$ cat src/rtl/rv32_pkg.sv
// Shared types and constants for the RV32I executor.
package rv32_pkg;

  localparam int DATA_WORDS = 4096;
  localparam int DADDR_W = $clog2(DATA_WORDS);
  localparam int BADDR_W = DADDR_W + 2;
  localparam int QUEUE_DEPTH = 2;

  localparam logic [6:0] OP_REG = 7'h33;
  localparam logic [6:0] OP_IMM = 7'h13;
  localparam logic [6:0] OP_LOAD = 7'h03;
  localparam logic [6:0] OP_STORE = 7'h23;
  localparam logic [6:0] OP_BRANCH = 7'h63;
  localparam logic [6:0] OP_JAL = 7'h6f;
  localparam logic [6:0] OP_JALR = 7'h67;
  localparam logic [6:0] OP_LUI = 7'h37;
  localparam logic [6:0] OP_AUIPC = 7'h17;

  localparam logic [1:0] KIND_NONE = 2'd0;
  localparam logic [1:0] KIND_LOAD = 2'd1;
  localparam logic [1:0] KIND_STORE = 2'd2;

  localparam logic [0:0] REG_START_PC = 1'b0;
  localparam logic [0:0] REG_START_STACK = 1'b1;

  typedef enum logic [3:0] {
    CLS_NOP = 4'd0, CLS_ALU = 4'd1, CLS_LOAD = 4'd2, CLS_STORE = 4'd3,
    CLS_BRANCH = 4'd4, CLS_JAL = 4'd5, CLS_JALR = 4'd6, CLS_LUI = 4'd7,
    CLS_AUIPC = 4'd8, CLS_HALT = 4'd9
  } cls_t;

  // A classified item handed from the front to the back.
  typedef struct packed {
    cls_t        cls;
    logic [31:0] word;
    logic        alt;
    logic        use_imm;
    logic [31:0] imm;
  } dec_t;

  typedef struct packed {
    logic [31:0] next_pc;
    logic        wrote_reg;
    logic [4:0]  dest_reg;
    logic [31:0] dest_value;
    logic [1:0]  mem_kind;
    logic [31:0] mem_address;
    logic        halted;
  } res_t;

endpackage

$ cat src/rtl/rv32_front.sv
// Front end: accepts instruction words, classifies them and queues them.
module rv32_front import rv32_pkg::*; (
  input  logic        clk,
  input  logic        rst,
  input  logic        valid,
  output logic        ready,
  input  logic [31:0] instr_word,
  output logic        q_valid,
  input  logic        q_pop,
  output dec_t        q_head
);
  dec_t q [QUEUE_DEPTH];
  logic [$clog2(QUEUE_DEPTH)-1:0] rd_ptr, wr_ptr;
  logic [$clog2(QUEUE_DEPTH):0] count;
  dec_t d;
  logic [6:0] op, f7;
  logic [2:0] f3;
  logic push;

  assign op = instr_word[6:0];
  assign f3 = instr_word[14:12];
  assign f7 = instr_word[31:25];

  always_comb begin
    d.word = instr_word;
    d.alt = 1'b0;
    d.use_imm = 1'b0;
    d.imm = {{20{instr_word[31]}}, instr_word[31:20]};
    d.cls = CLS_NOP;
    if (instr_word == 32'd0) begin
      d.cls = CLS_HALT;
    end else begin
      unique case (op)
        OP_REG: begin
          if (f7 == 7'h00 || (f7 == 7'h20 && (f3 == 3'd0 || f3 == 3'd5))) begin
            d.cls = CLS_ALU;
            d.alt = f7[5];
          end
        end
        OP_IMM: begin
          d.use_imm = 1'b1;
          if (!(f3 == 3'd1 && f7 != 7'h00) &&
              !(f3 == 3'd5 && f7 != 7'h00 && f7 != 7'h20)) begin
            d.cls = CLS_ALU;
            d.alt = (f3 == 3'd5) && f7[5];
          end
        end
        OP_LOAD: begin
          if (f3 != 3'd3 && f3 < 3'd6) d.cls = CLS_LOAD;
        end
        OP_STORE: begin
          d.imm = {{20{instr_word[31]}}, instr_word[31:25], instr_word[11:7]};
          if (f3 < 3'd3) d.cls = CLS_STORE;
        end
        OP_BRANCH: begin
          d.imm = {{20{instr_word[31]}}, instr_word[7], instr_word[30:25],
                   instr_word[11:8], 1'b0};
          d.cls = CLS_BRANCH;
        end
        OP_JAL: begin
          d.imm = {{12{instr_word[31]}}, instr_word[19:12], instr_word[20],
                   instr_word[30:21], 1'b0};
          d.cls = CLS_JAL;
        end
        OP_JALR: begin
          if (f3 == 3'd0) d.cls = CLS_JALR;
        end
        OP_LUI: begin
          d.imm = {instr_word[31:12], 12'd0};
          d.cls = CLS_LUI;
        end
        OP_AUIPC: begin
          d.imm = {instr_word[31:12], 12'd0};
          d.cls = CLS_AUIPC;
        end
        default: d.cls = CLS_NOP;
      endcase
    end
  end

  assign ready = (count < ($clog2(QUEUE_DEPTH)+1)'(QUEUE_DEPTH));
  assign push = valid && ready;
  assign q_valid = (count != '0);
  assign q_head = q[rd_ptr];

  always_ff @(posedge clk) begin
    if (push) q[wr_ptr] <= d;
    if (rst) begin
      rd_ptr <= '0;
      wr_ptr <= '0;
      count <= '0;
    end else begin
      if (push) wr_ptr <= wr_ptr + 1'b1;
      if (q_pop) rd_ptr <= rd_ptr + 1'b1;
      count <= count + (push ? 1'b1 : 1'b0) - (q_pop ? 1'b1 : 1'b0);
    end
  end
endmodule

$ cat config.mk
export PLATFORM = sky130hd
export DESIGN_NAME = rv32_front
export DESIGN_NICKNAME = d
export VERILOG_FILES = /design/src/rtl/rv32_pkg.sv /design/src/rtl/rv32_front.sv
export SDC_FILE = /design/constraint.sdc
export NUM_CORES = 1
export LEC_CHECK = 0
export BUFFER_PORTS_ARGS = -buffer_cell sky130_fd_sc_hd__clkbuf_2
export CAP_MARGIN = 10
export CORE_MARGIN = 2
export CORE_UTILIZATION = 55
export DETAILED_ROUTE_END_ITERATION = 10
export MAX_ROUTING_LAYER = met4
export PLACE_DENSITY = 0.79
export RECOVER_POWER = 50
export SYNTH_ARGS = -nofsm -noshare
export SYNTH_HDL_FRONTEND = slang
export SYNTH_SLANG_ARGS = --single-unit
$ cat constraint.sdc
create_clock -name clk -period 5.4 [get_ports clk]
set_input_delay 0.81 -clock clk [delete_from_list [all_inputs] [get_ports clk]]
set_output_delay 0.81 -clock clk [all_outputs]
set_load 0.005 [all_outputs]
==> results of run 1 <==
==> cells by family (layout without fill, tap and decap cells) <==
family / count (synthesis) / count (layout) / share of synthesized area
flops: 143 / 143 / 0.725
fa+ha+maj: 2 / 2 / 0.00427
compound gates: 40 / 40 / 0.0502
xor+xnor: 4 / 4 / 0.00598
simple gates: 56 / 56 / 0.0622
mux: 69 / 69 / 0.133
buf+inv: 21 / 146 / 0.0199
==> how the worst max path moves through the flow <==
stage	end	slack [ns]	from
2_1_floorplan	q[0][0]	1.11	valid
3_3_place_gp	q[0][21]	2.57	instr_word[6]
3_5_place_dp	q[1][29]	2.51	instr_word[6]
4_1_cts	q_head[69]	2.48	flop
5_1_grt	q[1][47]	1.23	count[1]
6_report	q[1][19]	1.51	count[1]
==> where the power goes <==
group | internal (W) | switching, W
sequential | 0.00146 | 0.0000614
combinational | 0.000214 | 0.000264
clock | 0.000836 | 0.000417
total | 0.00251 | 0.000743
==> synth_stat cells, types with 2 or more instances <==
master and number:
a31oi_1 2, nand2_1 7, clkbuf_1 2, dfxtp_1 5
edfxtp_1 138, a21o_1 21, ha_1 2, nand3_1 2
mux2_2 69, o21ai_0 3, xnor2_1 3, nor3_1 2
inv_1 4, buf_4 3, nor4_1 7, nor2b_2 2
a21oi_1 5, nand2b_1 2, nor2b_1 9, buf_2 9
nor2_1 11, buf_6 2, a22o_1 4
==> flip-flops by register name, indices dropped and copies added, names as in the netlist, named ones only <==
| register | cells |
|---|---|
| wr_ptr | 1 |
| count | 2 |
| q | 138 |
| rd_ptr | 1 |
==> cells in the final DEF (no fill, tap or decap), drive strengths merged, types with 3 or more instances in the layout <==
cell	n
inv	6
dfxtp	5
a22o	4
a21o	21
clkbuf	131
mux2	69
a21oi	5
bufinv	5
edfxtp	138
nor2b	11
nor4	8
xnor2	3
nor2	12
nand2	7
and3	3
o21ai	3
==> per-stage QoR <==
step	power [W]	hold WS, ns	utilization	worst slack (ns)	std cells
2_1_floorplan	0.00181	0.480	-	1.11	335
3_3_place_gp	0.00201	0.492	0.629	2.57	564
3_5_place_dp	0.00203	0.508	0.629	2.51	564
4_1_cts	0.00328	0.495	0.691	2.48	596
5_1_grt	0.00338	0.510	0.683	1.23	596
6_report	0.00325	0.503	0.683	1.51	596
==> final cells by class <==
| cell class | count | area (um2) |
|---|---|---|
| clock inverters | 9 | 180 |
| multi-input cells | 171 | 1470 |
| inverters | 5 | 18.8 |
| clock buffers | 23 | 467 |
| well taps | 136 | 170 |
| repair buffers | 109 | 505 |
| fillers | 702 | 3270 |
| flip-flops and latches | 143 | 4250 |
==> worst max-delay path: stages (launching register included) <==
cell      delay, ns
dfxtp_1        0.31
inv_1          0.12
and3_2         0.19
clkbuf_1       2.70
==> per-layer routing <==
metal | global-route usage | up-vias
li1 | - | 1530
met3 | 0.0535 | 13
met4 | 0.0835 | 0
met1 | 0.273 | 1681
met5 | - | -
met2 | 0.309 | 133
==> results.yml, run 1 <==
sta:
  fin_skew_ns: 0.0110
  rsz0062_at_grt: "no"
  min_period_ns: 3.89
  setup-violations-final: 0
  setup_tns_ns: 0
  tightest_slew_ns: 3.89
  maxSlewViolCount: 115
  hold_viol: 0
  post-route-period-util: 0.720
  max_slew_margin: -1.59
  max_freq_mhz: 257
worst_setup_path:
  reg2reg_to: "q[1][19]"
  crit_arrival_ns: 3.92
  cp-start-kind: "flop"
  reg2reg_from: "count[1]"
  cp_max_fo: 69
  end_kind: "flop"
  worstPathRequired_ns: 5.43
  r2r_cells: 3
  critPathKind: "flop to flop"
  rrSetupSlack_ns: 1.51
clock_tree:
  cts_buffers: 17
  cts_num_sinks: 143
  cts_tree: "built"
  cts_buffer_depth: 2
  root_buffer: "clkbuf_8"
  cts.htree.levels: 4
  cts_resized: 0
  post_cts_buffers: 0
  ctsHoldBuffers: 0
  clkSlewWorstSetupHoldPaths_ns: 0.06
  clk-insertion-delay-late_ns: 0.52
finish:
  fin_area_um2: 7050
  diodes: 0
  synthToLayoutAreaGrowth_pct: 20.5
  nNetsFinal: 485
  drive_gt1_frac: 0.400
route:
  detail_route.wl_per_cell_um: 18.8
  drc: 0
  route.met3.wl_um: 667
  wl_met1_mm: 4.85
  vias: 3357
  viasPerCell: 5.63
  routed_wl_mm: 11.2
  ant_nets: 0
  drt_iter0_markers: 263
  wl_met2_mm: 5.49
  top_layer_used: "met4"
  drt_pass1_iterations: 4
power:
  p_leak_nw: 2.64
  power_per_cell_area_nw_per_um2: 461
  ir_worst_vdd_mv: 0.276
synthesis:
  ys_ff_latch: 143
  synthesis.area_um2: 5860
  yosys-top-cells-area: "edfxtp_1 (71%), mux2_2 (13%), a21o_1 (2.7%), dfxtp_1 (1.7%), nor2b_1 (0.96%)"
  yosys_warnings: 0
  yosys.area.top_type_share: 0.708
  synth_edf_count: 138
  synth_area_per_cell_um2: 17.5
  synth-async-reset-ratio: 0
  ys_seq_area_frac: 0.725
  syn_nets: 373
  synthCells: 335
  ys_dominant_reg_cell: "edfxtp_1"
  synth_top_area_cell: "edfxtp_1"
  synth_cell_types: 44
hold_path:
  holdPathStages: 2
  hold_class: "primary input to flop"
  worstHoldStart: "rst"
floorplan:
  die_area_um2: 11500
  die_x_um: 107
  start_util: 0.567
  core_um2: 10300
  fp.dieH_um: 107
  ios: 108
  num_rows: 37
grt:
  antenna_found_initial: 0
  grt_pass1_wl_mm: 16.9
  gr-total-overflow: 0
  grt_usage: 0.207
  first_global_vias: 3271
  grt_start_max_net_pins: 70
place:
  finalWeightedCongestion: 0.889
  dp_hpwl_mm: 7.04
  dpl_cell_area_um2: 6490
  io_buffer_count: 107
status:
  failed_checks: "max-capacitance violations, max-slew violations"
  status: "complete, but fails checks"
job:
  drv_cap: 3
(Power assumes the default switching activity.)
==> inputs of run 2 (changes only) <==
- ABC_AREA: not set -> 1
- clock period: 5.4 -> 3.65 ns (I/O delays scaled with it)
==> results.yml, run 2 <==
worst_setup_path:
  cp_max_fo: 30
  worstPathRequired_ns: 3.82
  cp-start-kind: "flop"
  cpPeakStageDelay_ns: 1.20
  crit_chain: "inv_1 -> nand2_1 -> nor2_1 -> buf_4"
  cp-endpoint: "q[0][48]"
  reg2reg_to: "q[0][48]"
  crit_arrival_ns: 2.86
  slowest_stage: "nor2_1"
  rrSetupSlack_ns: 0.96
  critPathLaunch: "count[1]"
  reg2reg_from: "count[1]"
  end_kind: "flop"
  r2r_cells: 4
  critPathKind: "flop to flop"
place:
  dp_hpwl_mm: 8.17
  dpl_cell_area_um2: 6680
  finalWeightedCongestion: 0.851
  io_buffer_count: 107
power:
  power_per_cell_area_nw_per_um2: 576
  ir_worst_vdd_mv: 0.364
  p_leak_nw: 2.67
synthesis:
  synth_edf_count: 138
  yosys.area.top_type_share: 0.694
  ys_dominant_reg_cell: "edfxtp_1"
  synthCells: 395
  synthesis.area_um2: 5970
  ys_ff_latch: 143
  syn_nets: 433
  yosys_warnings: 0
  synth_xor_xnor_area_share: 0.00293
  synth_top_area_cell: "edfxtp_1"
  ys_seq_area_frac: 0.710
  synthTopCellsByCount: "edfxtp_1 (138), mux2_2 (69), nor2_1 (42)"
  synth-async-reset-ratio: 0
  synth_mux_area_frac: 0.130
  yosys-top-cells-area: "edfxtp_1 (69%), mux2_2 (13%), nor2_1 (2.6%), nand2_1 (2.5%), dfxtp_1 (1.7%)"
  synthAdderAreaFrac: 0.00419
  synth_top_family_by_area: "multiplexers"
  synth_compound_area_frac: 0.0241
  yosys.area_share.simple: 0.0997
  synth_most_common_cell: "edfxtp_1"
  synth_area_per_cell_um2: 15.1
  synth_cell_types: 33
status:
  failed_checks: "max-capacitance violations, max-slew violations"
  status: "complete, but fails checks"
clock_tree:
  cts_buffer_depth: 2
  cts.htree.levels: 4
  post_cts_buffers: 0
  cts_tree: "built"
  cts_num_sinks: 143
  root_buffer: "clkbuf_8"
  cts_buffers: 17
  clk-insertion-delay-late_ns: 0.52
  clkSlewWorstSetupHoldPaths_ns: 0.06
  ctsHoldBuffers: 0
  cts_resized: 0
floorplan:
  die_area_um2: 11700
  fp.dieH_um: 108
  ios: 108
  die_x_um: 108
  start_util: 0.558
  num_rows: 38
  core_um2: 10700
route:
  detail_route.wl_per_cell_um: 18.4
  drt_iter0_markers: 178
  routed_wl_mm: 12.3
  drt_pass1_iterations: 5
  viasPerCell: 5.39
  vias: 3600
  ant_nets: 0
  drc: 0
sta:
  post-route-period-util: 0.736
  max_freq_mhz: 372
  maxSlewViolCount: 54
  min_period_ns: 2.69
  hold_viol: 0
  tightest_slew_ns: 1.92
  setup_tns_ns: 0
  fin_skew_ns: 0.00562
  setup-violations-final: 0
  max_slew_margin: -0.277
  rsz0062_at_grt: "no"
finish:
  largest_register: "q"
  largest_registers: "q x138, count x2"
  mostFrequentLayoutCell: "edfxtp_1"
  synthToLayoutAreaGrowth_pct: 18.7
  drive_gt1_frac: 0.356
  diodes: 0
  final_cell_mix: "edfxtp_1 (138), clkbuf_2 (75), mux2_2 (69), nand2_1 (42), nor2_1 (42)"
  fin_area_um2: 7090
  largest_register_ffs: 138
  nNetsFinal: 553
  utilization: 0.663
grt:
  first_global_vias: 3602
  grt_usage: 0.227
  grt_pass1_wl_mm: 18.7
  antenna_found_initial: 0
  grt_start_max_net_pins: 51
  gr-total-overflow: 0
hold_path:
  hold_class: "primary input to flop"
job:
  drv_cap: 2
run 2: worst min path at each step:
stage,from,end,slack [ns],cells past startpoint
after floorplan,rd_ptr,flop,0.48,2
after global placement,rd_ptr,rd_ptr,0.50,2
after detailed placement,rd_ptr,flop,0.52,2
after CTS,instr_word[21],q[1][55],0.23,1
after global routing,rst,flop,0.25,2
final,rst,flop,0.26,2
run 2: final cells by class:
| cell class | instances | area (um2) |
|---|---|---|
| Sequential cell | 143 | 4250 |
| Fill cell | 793 | 3600 |
| Multi-Input combinational cell | 214 | 1490 |
| Timing Repair Buffer | 112 | 542 |
| Clock buffer | 17 | 414 |
| Tap cell | 140 | 175 |
| Clock inverter | 15 | 128 |
| Inverter | 27 | 103 |
run 2: routing by layer:
layer,GRT usage,vias to the layer above,wire length (um)
li1,-,1686,-
met1,0.271,1783,5000
met2,0.382,112,6550
met3,0.0518,19,495
met4,0.0815,0,218
met5,-,-,0
run 2: kinds of logic (layout without fill, tap and decap cells):
family | count (synthesis) | count (layout)
flops | 143 | 143
simple gates | 119 | 119
mux | 69 | 69
buf+inv | 38 | 171
compound gates | 22 | 22
fa+ha+maj | 2 | 2
xor+xnor | 2 | 2
run 2: report_power, final:
group | switching (W) | total, W | internal [W] | leakage [nW]
sequential | 0.0000466 | 0.00203 | 0.00198 | 1.32
clock | 0.000608 | 0.00156 | 0.000951 | 0.264
combinational | 0.000281 | 0.000499 | 0.000219 | 1.08
run 2: metrics by stage:
step | setup slack, ns | total power, W | hold slack [ns] | cells
after global placement | 1.57 | 0.00255 | 0.497 | 636
after detailed placement | 1.49 | 0.00258 | 0.519 | 636
after floorplan | 0.761 | 0.00234 | 0.480 | 395
final | 0.963 | 0.00409 | 0.260 | 668
after global routing | 0.710 | 0.00423 | 0.251 | 668
after CTS | 0.972 | 0.00413 | 0.231 | 668
run 2: worst max-delay path, delay by kind of cell, from the launching register on:
family | cells | cell delay, ns
buffers and inverters | 2 | 0.68
DFF | 1 | 0.30
and+or+nand+nor | 2 | 1.34
